$ cat src/rtl/tppc_pkg.sv
// ----------------------------------------------------------------------------
// tppc_pkg: shared constants for the triac phase PID controller
// Field widths, register indexes, reset values and output scaling constants.
// ----------------------------------------------------------------------------
`default_nettype none

package tppc_pkg;

  // Width of the arithmetic on speeds and of the integral accumulator
  localparam int SPEED_BITS    = 16;
  localparam int INTEGRAL_BITS = 48;

  // Field widths of the channels
  localparam int SPEED_W    = 16;
  localparam int PHASE_W    = 8;
  localparam int SYNC_W     = 10;
  localparam int CFG_IDX_W  = 3;
  localparam int CFG_DATA_W = 16;

  // Register widths
  localparam int GAIN_W = 16;
  localparam int IV_W   = 16;
  localparam int LIM_W  = 16;
  localparam int BIAS_W = 8;

  // Register indexes on the configuration channel
  localparam logic [CFG_IDX_W-1:0] REG_GAIN_P     = 3'd0;
  localparam logic [CFG_IDX_W-1:0] REG_GAIN_I     = 3'd1;
  localparam logic [CFG_IDX_W-1:0] REG_GAIN_D     = 3'd2;
  localparam logic [CFG_IDX_W-1:0] REG_TICK_IV    = 3'd3;
  localparam logic [CFG_IDX_W-1:0] REG_INT_LIMIT  = 3'd4;
  localparam logic [CFG_IDX_W-1:0] REG_PHASE_BIAS = 3'd5;

  // Register reset values
  localparam int GAIN_P_RST = 256;
  localparam int GAIN_I_RST = 0;
  localparam int GAIN_D_RST = 0;
  localparam int TICK_IV_RST = 6554;
  localparam int INT_LIMIT_RST = 12800;
  localparam int PHASE_BIAS_RST = 130;

  // Fixed-point alignment of the PID terms (sum is in Q.16 degrees)
  localparam int FRAC_BITS = 16;
  localparam int P_SHIFT   = 8;
  localparam int I_SHIFT   = 8;
  localparam int D_SHIFT   = 24;
  localparam int LIM_SHIFT = 16;

  // Phase range and sync scaling: sync = 1000 - floor(deg * 1000 / 180),
  // with deg*1000/180 taken as (deg * 364100) >> 16, exact for deg <= 180
  localparam int PHASE_MAX   = 180;
  localparam int SYNC_FULL   = 1000;
  localparam int SYNC_RECIP  = 364100;
  localparam int SYNC_SHIFT  = 16;
  localparam int SYNC_PROD_W = 27;

endpackage

`default_nettype wire

$ cat src/rtl/tppc_in_if.sv
// ----------------------------------------------------------------------------
// tppc_in_if: speed sample channel
// Carries one target / measured speed pair per beat.
// ----------------------------------------------------------------------------
`default_nettype none

interface tppc_in_if;
  import tppc_pkg::*;

  logic               valid;
  logic               ready;
  logic [SPEED_W-1:0] speed_target;
  logic [SPEED_W-1:0] speed_measured;

  modport source (output valid, output speed_target, output speed_measured, input ready);
  modport sink   (input valid, input speed_target, input speed_measured, output ready);
endinterface

`default_nettype wire

$ cat src/rtl/tppc_out_if.sv
// ----------------------------------------------------------------------------
// tppc_out_if: firing phase result channel
// Carries the phase, the timer sync value and the saturation flag per beat.
// ----------------------------------------------------------------------------
`default_nettype none

interface tppc_out_if;
  import tppc_pkg::*;

  logic               valid;
  logic               ready;
  logic [PHASE_W-1:0] phase_degrees;
  logic [SYNC_W-1:0]  sync_delay;
  logic               phase_saturated;

  modport source (output valid, output phase_degrees, output sync_delay,
                  output phase_saturated, input ready);
  modport sink   (input valid, input phase_degrees, input sync_delay,
                  input phase_saturated, output ready);
endinterface

`default_nettype wire

$ cat src/rtl/tppc_cfg_if.sv
// ----------------------------------------------------------------------------
// tppc_cfg_if: register write channel
// Carries one register index and its write data per beat.
// ----------------------------------------------------------------------------
`default_nettype none

interface tppc_cfg_if;
  import tppc_pkg::*;

  logic                  valid;
  logic                  ready;
  logic [CFG_IDX_W-1:0]  index;
  logic [CFG_DATA_W-1:0] data;

  modport source (output valid, output index, output data, input ready);
  modport sink   (input valid, input index, input data, output ready);
endinterface

`default_nettype wire

$ cat src/rtl/triac_phase_pid_controller.sv
// ----------------------------------------------------------------------------
// triac_phase_pid_controller: PID speed loop producing a triac firing phase
// One speed sample beat in, one phase / sync / saturation beat out.
// ----------------------------------------------------------------------------
// Usage:
//   in_chan  : one beat per control tick, target and measured speed in rpm.
//   out_chan : one beat per input beat: phase in whole degrees (0..180), the
//              timer sync value 1000 - phase*1000/180 and a flag that is set
//              when the phase had to be clamped to 0 or 180.
//   cfg_chan : register writes (gains, tick interval, integral limit, bias);
//              always ready, write only while no sample is in flight.
// Timing: a sample is worked bit-serially under one step counter. The result
//   beat is loaded into the output register from the finish step once the
//   counter ends, and the next input beat is taken only after that, so no new
//   sample is accepted while one is in flight. The 57-step restoring divider
//   for the derivative term sets the length of an item; the three 16-step shift-add
//   multipliers, the 32-step clamp divider and the 16-step integral-term multiplier run underneath it.
// Stall: the result sits in an output register; if it is still not taken
//   when the next one finishes, the block holds in its finish step.
// Reset: registers go to their reset values, integral and last error clear.
// ----------------------------------------------------------------------------
`default_nettype none

module triac_phase_pid_controller (
  input  logic              clk,
  input  logic              rst_n,
  tppc_in_if.sink           in_chan,
  tppc_out_if.source        out_chan,
  tppc_cfg_if.sink          cfg_chan
);
  import tppc_pkg::*;

  // Datapath widths
  localparam int ERR_W  = SPEED_BITS + 1;       // signed error
  localparam int DIFF_W = SPEED_BITS + 2;       // signed error change
  localparam int EMAG_W = SPEED_BITS;           // |error|
  localparam int DMAG_W = SPEED_BITS + 1;       // |error change|
  localparam int P1_W   = EMAG_W + IV_W;        // |error| * interval
  localparam int P2_W   = EMAG_W + GAIN_W;      // |kp * error|
  localparam int P4_W   = DMAG_W + GAIN_W;      // |kd * diff|
  localparam int IMAG_W = INTEGRAL_BITS - 1;    // |integral|
  localparam int P3_W   = IMAG_W + GAIN_W;      // |ki * integral|
  localparam int QL_W   = LIM_W + LIM_SHIFT;    // clamp dividend
  localparam int QD_W   = P4_W + D_SHIFT;       // derivative dividend
  localparam int ACC_W  = INTEGRAL_BITS + 2;    // integral update width
  localparam int TOT_W  = QD_W + 3;             // term sum width
  localparam int HI_W   = TOT_W - 1 - FRAC_BITS;

  // Step schedule (counter values within one item)
  localparam int T_ACC     = GAIN_W;                  // products done
  localparam int T_CLAMP   = QL_W;                    // clamp quotient done
  localparam int T_M3_LOAD = T_CLAMP + 1;
  localparam int T_M3_END  = T_M3_LOAD + 1 + GAIN_W;  // integral term done
  localparam int T_D2_END  = T_ACC + 1 + QD_W;        // derivative done
  localparam int CNT_W     = $clog2(T_D2_END + 1);

  localparam logic [CNT_W-1:0] C_ACC     = CNT_W'(T_ACC);
  localparam logic [CNT_W-1:0] C_CLAMP   = CNT_W'(T_CLAMP);
  localparam logic [CNT_W-1:0] C_M3_LOAD = CNT_W'(T_M3_LOAD);
  localparam logic [CNT_W-1:0] C_M3_END  = CNT_W'(T_M3_END);
  localparam logic [CNT_W-1:0] C_D2_END  = CNT_W'(T_D2_END);

  localparam logic signed [ACC_W-1:0] IMAX =
    {{(ACC_W-IMAG_W){1'b0}}, {IMAG_W{1'b1}}};
  localparam logic signed [TOT_W-1:0] ONE_DEG =
    {{(TOT_W-FRAC_BITS-1){1'b0}}, 1'b1, {FRAC_BITS{1'b0}}};

  typedef enum logic [1:0] {ST_IDLE, ST_RUN, ST_FINISH} state_t;

  function automatic logic [GAIN_W-1:0] gain_mag(input logic signed [GAIN_W-1:0] g);
    gain_mag = g[GAIN_W-1] ? GAIN_W'(-g) : GAIN_W'(g);
  endfunction

  // --------------------------------------------------------------------------
  // Configuration registers
  // --------------------------------------------------------------------------
  logic signed [GAIN_W-1:0] gain_p_r, gain_i_r, gain_d_r;
  logic [IV_W-1:0]          ivl_r;
  logic [LIM_W-1:0]         lim_r;
  logic [BIAS_W-1:0]        bias_r;
  logic                     cfg_acc;

  assign cfg_chan.ready = 1'b1;
  assign cfg_acc        = cfg_chan.valid & cfg_chan.ready;

  always_ff @(posedge clk) begin
    if (!rst_n) begin
      gain_p_r <= GAIN_W'(GAIN_P_RST);
      gain_i_r <= GAIN_W'(GAIN_I_RST);
      gain_d_r <= GAIN_W'(GAIN_D_RST);
      ivl_r    <= IV_W'(TICK_IV_RST);
      lim_r    <= LIM_W'(INT_LIMIT_RST);
      bias_r   <= BIAS_W'(PHASE_BIAS_RST);
    end else if (cfg_acc) begin
      case (cfg_chan.index)
        REG_GAIN_P:     gain_p_r <= cfg_chan.data;
        REG_GAIN_I:     gain_i_r <= cfg_chan.data;
        REG_GAIN_D:     gain_d_r <= cfg_chan.data;
        REG_TICK_IV:    ivl_r    <= cfg_chan.data;
        REG_INT_LIMIT:  lim_r    <= cfg_chan.data;
        REG_PHASE_BIAS: bias_r   <= cfg_chan.data[BIAS_W-1:0];
        default: ;  // unmapped index: drop the beat
      endcase
    end
  end

  // A zero interval counts as one
  logic [IV_W-1:0]   iv_eff;
  logic [GAIN_W-1:0] kp_mag, ki_mag, kd_mag;
  logic              ki_zero;

  assign iv_eff  = (ivl_r == '0) ? IV_W'(1) : ivl_r;
  assign kp_mag  = gain_mag(gain_p_r);
  assign ki_mag  = gain_mag(gain_i_r);
  assign kd_mag  = gain_mag(gain_d_r);
  assign ki_zero = (gain_i_r == '0);

  // --------------------------------------------------------------------------
  // Sequencer state and handshakes
  // --------------------------------------------------------------------------
  state_t             state_r;
  logic [CNT_W-1:0]   cnt_r;
  logic               in_acc;
  logic               out_free;

  logic               out_valid_r;
  logic [PHASE_W-1:0] out_deg_r;
  logic [SYNC_W-1:0]  out_sync_r;
  logic               out_sat_r;

  assign in_chan.ready = (state_r == ST_IDLE);
  assign in_acc        = in_chan.valid & in_chan.ready;
  assign out_free      = ~out_valid_r | out_chan.ready;

  assign out_chan.valid           = out_valid_r;
  assign out_chan.phase_degrees   = out_deg_r;
  assign out_chan.sync_delay      = out_sync_r;
  assign out_chan.phase_saturated = out_sat_r;

  // --------------------------------------------------------------------------
  // Error and error change, formed as the sample is accepted
  // --------------------------------------------------------------------------
  logic signed [ERR_W-1:0]  prev_err_r;
  logic signed [ERR_W-1:0]  err_w;
  logic signed [DIFF_W-1:0] diff_w;
  logic [EMAG_W-1:0]        err_mag;
  logic [DMAG_W-1:0]        diff_mag;

  assign err_w    = signed'({1'b0, in_chan.speed_target[SPEED_BITS-1:0]})
                  - signed'({1'b0, in_chan.speed_measured[SPEED_BITS-1:0]});
  assign diff_w   = DIFF_W'(err_w) - DIFF_W'(prev_err_r);
  assign err_mag  = err_w[ERR_W-1] ? EMAG_W'(-err_w) : EMAG_W'(err_w);
  assign diff_mag = diff_w[DIFF_W-1] ? DMAG_W'(-diff_w) : DMAG_W'(diff_w);

  // --------------------------------------------------------------------------
  // Bit-serial multipliers: one multiplier bit per step, product shifts right
  // --------------------------------------------------------------------------
  logic [EMAG_W-1:0] ea_r;
  logic [DMAG_W-1:0] da_r;
  logic [IMAG_W-1:0] ia_r;
  logic [P1_W-1:0]   p1_r, p1_nxt;
  logic [P2_W-1:0]   p2_r, p2_nxt;
  logic [P4_W-1:0]   p4_r, p4_nxt;
  logic [P3_W-1:0]   p3_r, p3_nxt;
  logic [EMAG_W:0]   p1_sum, p2_sum;
  logic [DMAG_W:0]   p4_sum;
  logic [IMAG_W:0]   p3_sum;
  logic              s1_r, s2_r, s3_r, s4_r;

  assign p1_sum = {1'b0, p1_r[P1_W-1:IV_W]}   + (p1_r[0] ? {1'b0, ea_r} : '0);
  assign p2_sum = {1'b0, p2_r[P2_W-1:GAIN_W]} + (p2_r[0] ? {1'b0, ea_r} : '0);
  assign p4_sum = {1'b0, p4_r[P4_W-1:GAIN_W]} + (p4_r[0] ? {1'b0, da_r} : '0);
  assign p3_sum = {1'b0, p3_r[P3_W-1:GAIN_W]} + (p3_r[0] ? {1'b0, ia_r} : '0);
  assign p1_nxt = {p1_sum, p1_r[IV_W-1:1]};
  assign p2_nxt = {p2_sum, p2_r[GAIN_W-1:1]};
  assign p4_nxt = {p4_sum, p4_r[GAIN_W-1:1]};
  assign p3_nxt = {p3_sum, p3_r[GAIN_W-1:1]};

  // --------------------------------------------------------------------------
  // Restoring dividers: one quotient bit per step
  //   d1: integral clamp bound (limit << 16) / |ki|
  //   d2: derivative magnitude (|kd*diff| << 24) / interval
  // --------------------------------------------------------------------------
  logic [GAIN_W-1:0] d1_rem_r, d1_rem_nxt;
  logic [QL_W-1:0]   d1_q_r, d1_q_nxt;
  logic [GAIN_W:0]   d1_trial, d1_sub;
  logic              d1_ge;
  logic [IV_W-1:0]   d2_rem_r, d2_rem_nxt;
  logic [QD_W-1:0]   d2_q_r, d2_q_nxt;
  logic [IV_W:0]     d2_trial, d2_sub;
  logic              d2_ge;

  assign d1_trial   = {d1_rem_r, d1_q_r[QL_W-1]};
  assign d1_sub     = d1_trial - {1'b0, ki_mag};
  assign d1_ge      = (d1_trial >= {1'b0, ki_mag});
  assign d1_rem_nxt = d1_ge ? d1_sub[GAIN_W-1:0] : d1_trial[GAIN_W-1:0];
  assign d1_q_nxt   = {d1_q_r[QL_W-2:0], d1_ge};

  assign d2_trial   = {d2_rem_r, d2_q_r[QD_W-1]};
  assign d2_sub     = d2_trial - {1'b0, iv_eff};
  assign d2_ge      = (d2_trial >= {1'b0, iv_eff});
  assign d2_rem_nxt = d2_ge ? d2_sub[IV_W-1:0] : d2_trial[IV_W-1:0];
  assign d2_q_nxt   = {d2_q_r[QD_W-2:0], d2_ge};

  // --------------------------------------------------------------------------
  // Integral update: saturating add, then symmetric clamp to the bound
  // --------------------------------------------------------------------------
  logic signed [INTEGRAL_BITS-1:0] integ_r;
  logic signed [ACC_W-1:0]         integ_ext, inc_ext, inc_s, integ_sum, integ_sat;
  logic signed [ACC_W-1:0]         q_ext, integ_clamp;
  logic [IMAG_W-1:0]               integ_mag;

  assign integ_ext = {{(ACC_W-INTEGRAL_BITS){integ_r[INTEGRAL_BITS-1]}}, integ_r};
  assign inc_ext   = {{(ACC_W-P1_W){1'b0}}, p1_r};
  assign inc_s     = s1_r ? -inc_ext : inc_ext;
  assign integ_sum = integ_ext + inc_s;
  assign integ_sat = (integ_sum > IMAX) ? IMAX :
                     (integ_sum < -IMAX) ? -IMAX : integ_sum;
  assign q_ext       = {{(ACC_W-QL_W){1'b0}}, d1_q_r};
  assign integ_clamp = (integ_ext > q_ext) ? q_ext :
                       (integ_ext < -q_ext) ? -q_ext : integ_ext;
  assign integ_mag   = integ_r[INTEGRAL_BITS-1] ? IMAG_W'(-integ_ext) : IMAG_W'(integ_ext);

  always_ff @(posedge clk) begin
    if (!rst_n) begin
      integ_r    <= '0;
      prev_err_r <= '0;
    end else begin
      if (in_acc) begin
        prev_err_r <= err_w;
      end
      if (state_r == ST_RUN && cnt_r == C_ACC) begin
        integ_r <= INTEGRAL_BITS'(integ_sat);
      end
      if (state_r == ST_RUN && cnt_r == C_CLAMP && !ki_zero) begin
        integ_r <= INTEGRAL_BITS'(integ_clamp);
      end
    end
  end

  // --------------------------------------------------------------------------
  // Term sum in Q.16 degrees, built up as each term completes
  // --------------------------------------------------------------------------
  logic signed [TOT_W-1:0] acc_r;
  logic signed [TOT_W-1:0] pmag, imag, dmag, bias_q, pterm, iterm, dterm;

  assign pmag   = {{(TOT_W-P2_W-P_SHIFT){1'b0}}, p2_r, {P_SHIFT{1'b0}}};
  assign imag   = {{(TOT_W-P3_W+I_SHIFT){1'b0}}, p3_r[P3_W-1:I_SHIFT]};
  assign dmag   = {{(TOT_W-QD_W){1'b0}}, d2_q_r};
  assign bias_q = {{(TOT_W-BIAS_W-FRAC_BITS){1'b0}}, bias_r, {FRAC_BITS{1'b0}}};
  assign pterm  = s2_r ? -pmag : pmag;
  assign iterm  = s3_r ? -imag : imag;   // truncates toward zero
  assign dterm  = s4_r ? -dmag : dmag;

  // Shift registers of the serial units; no reset needed
  always_ff @(posedge clk) begin
    if (in_acc) begin
      ea_r     <= err_mag;
      da_r     <= diff_mag;
      s1_r     <= err_w[ERR_W-1];
      s2_r     <= err_w[ERR_W-1] ^ gain_p_r[GAIN_W-1];
      s4_r     <= diff_w[DIFF_W-1] ^ gain_d_r[GAIN_W-1];
      p1_r     <= {{EMAG_W{1'b0}}, iv_eff};
      p2_r     <= {{EMAG_W{1'b0}}, kp_mag};
      p4_r     <= {{DMAG_W{1'b0}}, kd_mag};
      d1_rem_r <= '0;
      d1_q_r   <= {lim_r, {LIM_SHIFT{1'b0}}};
    end else if (state_r == ST_RUN) begin
      if (cnt_r < C_ACC) begin
        p1_r <= p1_nxt;
        p2_r <= p2_nxt;
        p4_r <= p4_nxt;
      end
      if (cnt_r < C_CLAMP) begin
        d1_rem_r <= d1_rem_nxt;
        d1_q_r   <= d1_q_nxt;
      end
      if (cnt_r == C_ACC) begin
        d2_rem_r <= '0;
        d2_q_r   <= {p4_r, {D_SHIFT{1'b0}}};
        acc_r    <= pterm + bias_q;
      end
      if (cnt_r > C_ACC && cnt_r < C_D2_END) begin
        d2_rem_r <= d2_rem_nxt;
        d2_q_r   <= d2_q_nxt;
      end
      if (cnt_r == C_M3_LOAD) begin
        ia_r <= integ_mag;
        s3_r <= integ_r[INTEGRAL_BITS-1] ^ gain_i_r[GAIN_W-1];
        p3_r <= {{IMAG_W{1'b0}}, ki_mag};
      end
      if (cnt_r > C_M3_LOAD && cnt_r < C_M3_END) begin
        p3_r <= p3_nxt;
      end
      if (cnt_r == C_M3_END) begin
        acc_r <= acc_r + iterm;
      end
      if (cnt_r == C_D2_END) begin
        acc_r <= acc_r + dterm;
      end
    end
  end

  // --------------------------------------------------------------------------
  // Whole degrees, saturation and sync value from the finished sum
  // --------------------------------------------------------------------------
  logic [HI_W-1:0]        deg_hi;
  logic [PHASE_W-1:0]     deg_nxt;
  logic                   sat_nxt;
  logic [SYNC_PROD_W-1:0] sync_prod;
  logic [SYNC_W-1:0]      sync_nxt;

  assign deg_hi = acc_r[TOT_W-2:FRAC_BITS];

  always_comb begin
    if (acc_r[TOT_W-1]) begin
      // negative sum: phase is zero; the flag is set at or below minus one degree
      deg_nxt = '0;
      sat_nxt = (acc_r <= -ONE_DEG);
    end else if (deg_hi > HI_W'(PHASE_MAX)) begin
      deg_nxt = PHASE_W'(PHASE_MAX);
      sat_nxt = 1'b1;
    end else begin
      deg_nxt = deg_hi[PHASE_W-1:0];
      sat_nxt = 1'b0;
    end
  end

  assign sync_prod = SYNC_PROD_W'(deg_nxt) * SYNC_PROD_W'(SYNC_RECIP);
  assign sync_nxt  = SYNC_W'(SYNC_FULL) - SYNC_W'(sync_prod[SYNC_PROD_W-1:SYNC_SHIFT]);

  // --------------------------------------------------------------------------
  // Sequencer and output register
  // --------------------------------------------------------------------------
  always_ff @(posedge clk) begin
    if (!rst_n) begin
      state_r     <= ST_IDLE;
      cnt_r       <= '0;
      out_valid_r <= 1'b0;
    end else begin
      // a finishing item reloads the output register instead
      if (out_valid_r && out_chan.ready && state_r != ST_FINISH) begin
        out_valid_r <= 1'b0;
      end
      case (state_r)
        ST_IDLE: begin
          if (in_acc) begin
            cnt_r   <= '0;
            state_r <= ST_RUN;
          end
        end
        ST_RUN: begin
          cnt_r <= cnt_r + CNT_W'(1);
          if (cnt_r == C_D2_END) begin
            state_r <= ST_FINISH;
          end
        end
        ST_FINISH: begin
          // hold until the output register is free
          if (out_free) begin
            out_valid_r <= 1'b1;
            out_deg_r   <= deg_nxt;
            out_sync_r  <= sync_nxt;
            out_sat_r   <= sat_nxt;
            state_r     <= ST_IDLE;
          end
        end
        default: state_r <= ST_IDLE;
      endcase
    end
  end

  // --------------------------------------------------------------------------
  // Assertions
  // --------------------------------------------------------------------------
  a_integ_bound: assert property (@(posedge clk) disable iff (!rst_n)
    state_r == ST_IDLE |-> (integ_ext <= IMAX && integ_ext >= -IMAX))
    else $error("integral outside saturation bound");

  a_clamp_holds: assert property (@(posedge clk) disable iff (!rst_n)
    state_r == ST_RUN && cnt_r == C_M3_LOAD && !ki_zero
      |-> (integ_ext <= q_ext && integ_ext >= -q_ext))
    else $error("integral exceeds clamp bound after clamp step");

  a_phase_flag: assert property (@(posedge clk) disable iff (!rst_n)
    out_valid_r |-> (out_deg_r <= PHASE_W'(PHASE_MAX)) &&
                    (out_deg_r == '0 || out_deg_r == PHASE_W'(PHASE_MAX) || !out_sat_r))
    else $error("phase out of range or flag set inside range");

  a_sync_ends: assert property (@(posedge clk) disable iff (!rst_n)
    out_valid_r |-> (out_deg_r != '0 || out_sync_r == SYNC_W'(SYNC_FULL)) &&
                    (out_deg_r != PHASE_W'(PHASE_MAX) || out_sync_r == '0))
    else $error("sync value does not match phase end point");

  a_finish_holds: assert property (@(posedge clk) disable iff (!rst_n)
    state_r == ST_FINISH && out_valid_r && !out_chan.ready |=> state_r == ST_FINISH)
    else $error("result dropped while output stalled");

endmodule

`default_nettype wire

$ cat src/flat_wrapper.sv
// flat-port wrapper written by rule: the top's interface ports become plain ports
module triac_phase_pid_controller_flat import tppc_pkg::*;
  (clk, rst_n, in_chan_valid, in_chan_speed_target, in_chan_speed_measured, in_chan_ready, out_chan_valid, out_chan_phase_degrees, out_chan_sync_delay, out_chan_phase_saturated, out_chan_ready, cfg_chan_valid, cfg_chan_index, cfg_chan_data, cfg_chan_ready);
  tppc_in_if in_chan_i ();
  tppc_out_if out_chan_i ();
  tppc_cfg_if cfg_chan_i ();
  input  logic clk;
  input  logic rst_n;
  input wire logic [$bits(in_chan_i.valid)-1:0] in_chan_valid;
  input wire logic [$bits(in_chan_i.speed_target)-1:0] in_chan_speed_target;
  input wire logic [$bits(in_chan_i.speed_measured)-1:0] in_chan_speed_measured;
  output wire logic [$bits(in_chan_i.ready)-1:0] in_chan_ready;
  output wire logic [$bits(out_chan_i.valid)-1:0] out_chan_valid;
  output wire logic [$bits(out_chan_i.phase_degrees)-1:0] out_chan_phase_degrees;
  output wire logic [$bits(out_chan_i.sync_delay)-1:0] out_chan_sync_delay;
  output wire logic [$bits(out_chan_i.phase_saturated)-1:0] out_chan_phase_saturated;
  input wire logic [$bits(out_chan_i.ready)-1:0] out_chan_ready;
  input wire logic [$bits(cfg_chan_i.valid)-1:0] cfg_chan_valid;
  input wire logic [$bits(cfg_chan_i.index)-1:0] cfg_chan_index;
  input wire logic [$bits(cfg_chan_i.data)-1:0] cfg_chan_data;
  output wire logic [$bits(cfg_chan_i.ready)-1:0] cfg_chan_ready;
  assign in_chan_i.valid = in_chan_valid;
  assign in_chan_i.speed_target = in_chan_speed_target;
  assign in_chan_i.speed_measured = in_chan_speed_measured;
  assign in_chan_ready = in_chan_i.ready;
  assign out_chan_valid = out_chan_i.valid;
  assign out_chan_phase_degrees = out_chan_i.phase_degrees;
  assign out_chan_sync_delay = out_chan_i.sync_delay;
  assign out_chan_phase_saturated = out_chan_i.phase_saturated;
  assign out_chan_i.ready = out_chan_ready;
  assign cfg_chan_i.valid = cfg_chan_valid;
  assign cfg_chan_i.index = cfg_chan_index;
  assign cfg_chan_i.data = cfg_chan_data;
  assign cfg_chan_ready = cfg_chan_i.ready;
  triac_phase_pid_controller u_core (.clk(clk), .rst_n(rst_n), .in_chan(in_chan_i), .out_chan(out_chan_i), .cfg_chan(cfg_chan_i));
endmodule
$ cat config.mk
export PLATFORM = sky130hd
export DESIGN_NAME = triac_phase_pid_controller_flat
export DESIGN_NICKNAME = d
export VERILOG_FILES = /design/src/rtl/tppc_pkg.sv /design/src/rtl/tppc_in_if.sv /design/src/rtl/tppc_out_if.sv /design/src/rtl/tppc_cfg_if.sv /design/src/rtl/triac_phase_pid_controller.sv /design/src/flat_wrapper.sv
export SDC_FILE = /design/constraint.sdc
export NUM_CORES = 2
export LEC_CHECK = 0
export ABC_AREA = 1
export BUFFER_PORTS_ARGS = -buffer_cell sky130_fd_sc_hd__buf_2
export CORE_MARGIN = 1.5
export CORE_UTILIZATION = 50
export CTS_CLUSTER_DIAMETER = 150
export DETAILED_ROUTE_END_ITERATION = 6
export PLACE_DENSITY = 0.65
export SYNTH_ARGS = -nofsm -noshare
export SYNTH_HDL_FRONTEND = slang
export SYNTH_SLANG_ARGS = --single-unit
$ cat constraint.sdc
create_clock -name clk -period 12.4 [get_ports clk]
set_input_delay 3.72 -clock clk [delete_from_list [all_inputs] [get_ports clk]]
set_output_delay 3.72 -clock clk [all_outputs]
set_load 0.01 [all_outputs]
==> flow_metrics.env <==
export IMPL_status="finished clean"
export IMPL_holdWs_ps=464
export IMPL_tritoncts="yes"
export IMPL_ioPinCount=78
export IMPL_dieArea_mm2=0.115
export IMPL_switching_share=0.392
export IMPL_viasPerCell=5.62
export IMPL_p_clk_frac=0.311
export IMPL_min_path_type="flip-flop to flip-flop"
export IMPL_vias=56000
export IMPL_cts_sinks=607
export IMPL_io_buffers=76
export IMPL_max_stage_delay_ps=410
export IMPL_synth_ff_type="edfxtp_1"
export IMPL_endpoint="u_core.da_r[6]$_DFFE_PP_"
export IMPL_rsz0062_at_grt="no"
export IMPL_r2r_end="u_core.out_chan.sync_delay[8]$_DFFE_PP_"
export IMPL_regArea_mm2=0.0158
export IMPL_worstPathMaxFanout=11
export IMPL_setup_violations=0
export IMPL_post_route_period_util=0.624
export IMPL_irDropWorstVdd_uv=100
export IMPL_nets=8978
export IMPL_power_switching_mw=2.91
export IMPL_fmax_mhz=129
export IMPL_post_cts_repair_setup_buffers=0
export IMPL_synth_area_leaders="edfxtp_1 (19%), nand2_1 (13%), ha_1 (11%)"
export IMPL_timing_worst_setup_path_type="primary input to flip-flop"
export IMPL_seq_area_frac_synth=0.278
export IMPL_fillers=11300
export IMPL_dp_cells=9825
export IMPL_yosysWarnings=0
export IMPL_maxCapViolCount=0
export IMPL_cp_slowest_cell="fa_1"
export IMPL_die_w_um=340
export IMPL_leakage_nw=30.0
export IMPL_synth_area_mm2=0.0567
export IMPL_worstPathRequired_ps=12800
export IMPL_final_cell_mix="nand2_1 (2003), inv_1 (1281), nor2_1 (882)"
export IMPL_stdcell_count=9970
export IMPL_start_kind="primary input"
export IMPL_track_usage=0.335
export IMPL_startpoint="in_chan_speed_target[0]"
export IMPL_cts_root_buf="clkbuf_16"
export IMPL_clock_latency_ps=670
export IMPL_cts_htree_levels=3
export IMPL_ant_nets=0
export IMPL_synth_seq_cells=607
export IMPL_yosys_area_top_type="edfxtp_1"
export IMPL_overflow=0
export IMPL_min_period_ps=7730
export IMPL_finalHoldViolCount=0
export IMPL_worst_r2r_setup_slack_ps=5800
export IMPL_dp_hpwl_um=159000
export IMPL_holdCritStartpoint="u_core.lim_r[9]$_SDFFE_PN1P_"
export IMPL_p_seq_frac=0.338
export IMPL_drtIter0Drc=5132
export IMPL_arrival_ps=8130
export IMPL_final_common_cell="nand2_1"
export IMPL_fin_skew_ps=52.0
export IMPL_syn_inst=8392
export IMPL_ys_types=81
export IMPL_coreArea_mm2=0.112
export IMPL_cts_resized=0
export IMPL_totalWireLength_um=197000
export IMPL_multi_input_area_mm2=0.0353
export IMPL_drive_gt1_frac=0.0466
export IMPL_slew_violations=0
export IMPL_final_util=0.544
export IMPL_grt_start_max_net_pins=91
export IMPL_start_util=0.504
export IMPL_clkTransAtPathRegs_ps=50
export IMPL_critPathCaptureType="flip-flop"
export IMPL_route_detailed_drc=0
export IMPL_grt_pass1_wl_um=302000
export IMPL_grt_pass1_vias=52200
export IMPL_rows=123
export IMPL_synth_nets=8966
export IMPL_wire_per_inst_um=19.8
export IMPL_worst_path_most_repeated_cell="nand2_1"
export IMPL_ff2ff_path_depth=34
export IMPL_gp_congestion=0.983
export IMPL_syn_to_final_growth_pct=7.87
export IMPL_ys_async_sr_fraction=0
export IMPL_die_h_um=340
export IMPL_drt_first_pass_iters=6
export IMPL_tns_ps=0
export IMPL_numCtsBuffers=77
export IMPL_maxSlewHeadroom=0.229
export IMPL_share_comb_of_total_power=0.351
export IMPL_grt_antenna_before_repair=5
export IMPL_synth_edf_count=363
export IMPL_intPower_mw=4.51
export IMPL_synth_top_cell_area_share=0.192
export IMPL_power_density_mw_per_mm2=121
export IMPL_ctsHoldBuffers=0
export IMPL_clock_tree_buffer_depth=3
export IMPL_postSynthAreaPerCell_um2=6.75
export IMPL_r2r_start="u_core.acc_r[38]$_DFFE_PP_"
export IMPL_tightestPinTransition_ps=1150
## critical path, delay by kind of cell
family          cells  cell delay (ps)
compound gates     10             1460
fa+ha+maj           3              980
simple gates        9              840
buf+inv             4              570
xor+xnor            2              540
## how the worst min path moves through the flow
stage          cells past startpoint                            end
5_1_grt                            2   u_core.lim_r[9]$_SDFFE_PN1P_
2_1_floorplan                      2  u_core.lim_r[12]$_SDFFE_PN1P_
3_3_place_gp                       2  u_core.lim_r[13]$_SDFFE_PN1P_
4_1_cts                            2   u_core.lim_r[9]$_SDFFE_PN1P_
3_5_place_dp                       2   u_core.lim_r[9]$_SDFFE_PN1P_
6_report                           2   u_core.lim_r[9]$_SDFFE_PN1P_
## layout make-up
type / count / area share
multi-input combinational: 6296 / 0.578
sequential: 607 / 0.258
inverter: 1306 / 0.0802
clock buffer: 111 / 0.0372
tap: 1500 / 0.0307
timing repair buffer: 116 / 0.0112
clock inverter: 32 / 0.00481
antenna: 2 / 0.0000819
## metrics by stage
stage	area [µm²]	setup WS, ps	total power [mW]
after floorplan	56700	5020	4.33
final	61100	4670	7.42
after CTS	61100	4640	7.40
after global placement	58600	3920	5.06
after global routing	61100	4160	7.84
after detailed placement	58600	3960	5.09
## cell usage after synthesis (all sizes together) (96+ instances only)
cell type and number:
nand3 302, nand2 2018, nand4 106, a31oi 96, inv 1295, clkbuf 146, xor2 314, nor3 158
ha 487, a21oi 733, dfxtp 244, o21ai 620, nor2 907, edfxtp 363
## cell families (layout without fill, tap and decap cells)
group | count (synthesis) | count (layout) | synth area share
compound gates | 1730 | 1730 | 0.170
xor+xnor | 409 | 409 | 0.0640
fa+ha+maj | 518 | 518 | 0.118
buf+inv | 1489 | 1565 | 0.0999
flops | 607 | 607 | 0.278
mux | 1 | 1 | 0.000199
other cells | 2 | 4 | 0.000132
simple gates | 3636 | 3636 | 0.269
## layer usage
metal / global-route usage / part of all wire
met4: 0.118 / 0.037
met1: 0.473 / 0.45
met2: 0.519 / 0.43
met5: 0 / 0
met3: 0.0486 / 0.085
## state kept, by name (all words and copies together) (netlist names), 16 cells and up
name               flops
u_core.da_r           17
u_core.prev_err_r     17
u_core.p2_r           32
u_core.ea_r           16
u_core.d1_q_r         32
u_core.lim_r          16
u_core.gain_p_r       16
u_core.d2_q_r         57
u_core.gain_i_r       16
u_core.p1_r           32
u_core.ivl_r          16
u_core.integ_r        48
u_core.gain_d_r       16
u_core.ia_r           47
u_core.p3_r           63
u_core.d2_rem_r       16
u_core.acc_r          60
u_core.p4_r           33
u_core.d1_rem_r       16
## power groups by stage
stage	clock, mW	sequential [mW]	combinational (mW)
floorplan	0	2.46	1.87
global placement	0	2.54	2.52
detailed placement	0	2.54	2.54
CTS	2.34	2.50	2.56
global route	2.42	2.52	2.91
finish	2.31	2.51	2.61
Note: power is estimated with default switching activity, not from simulation.
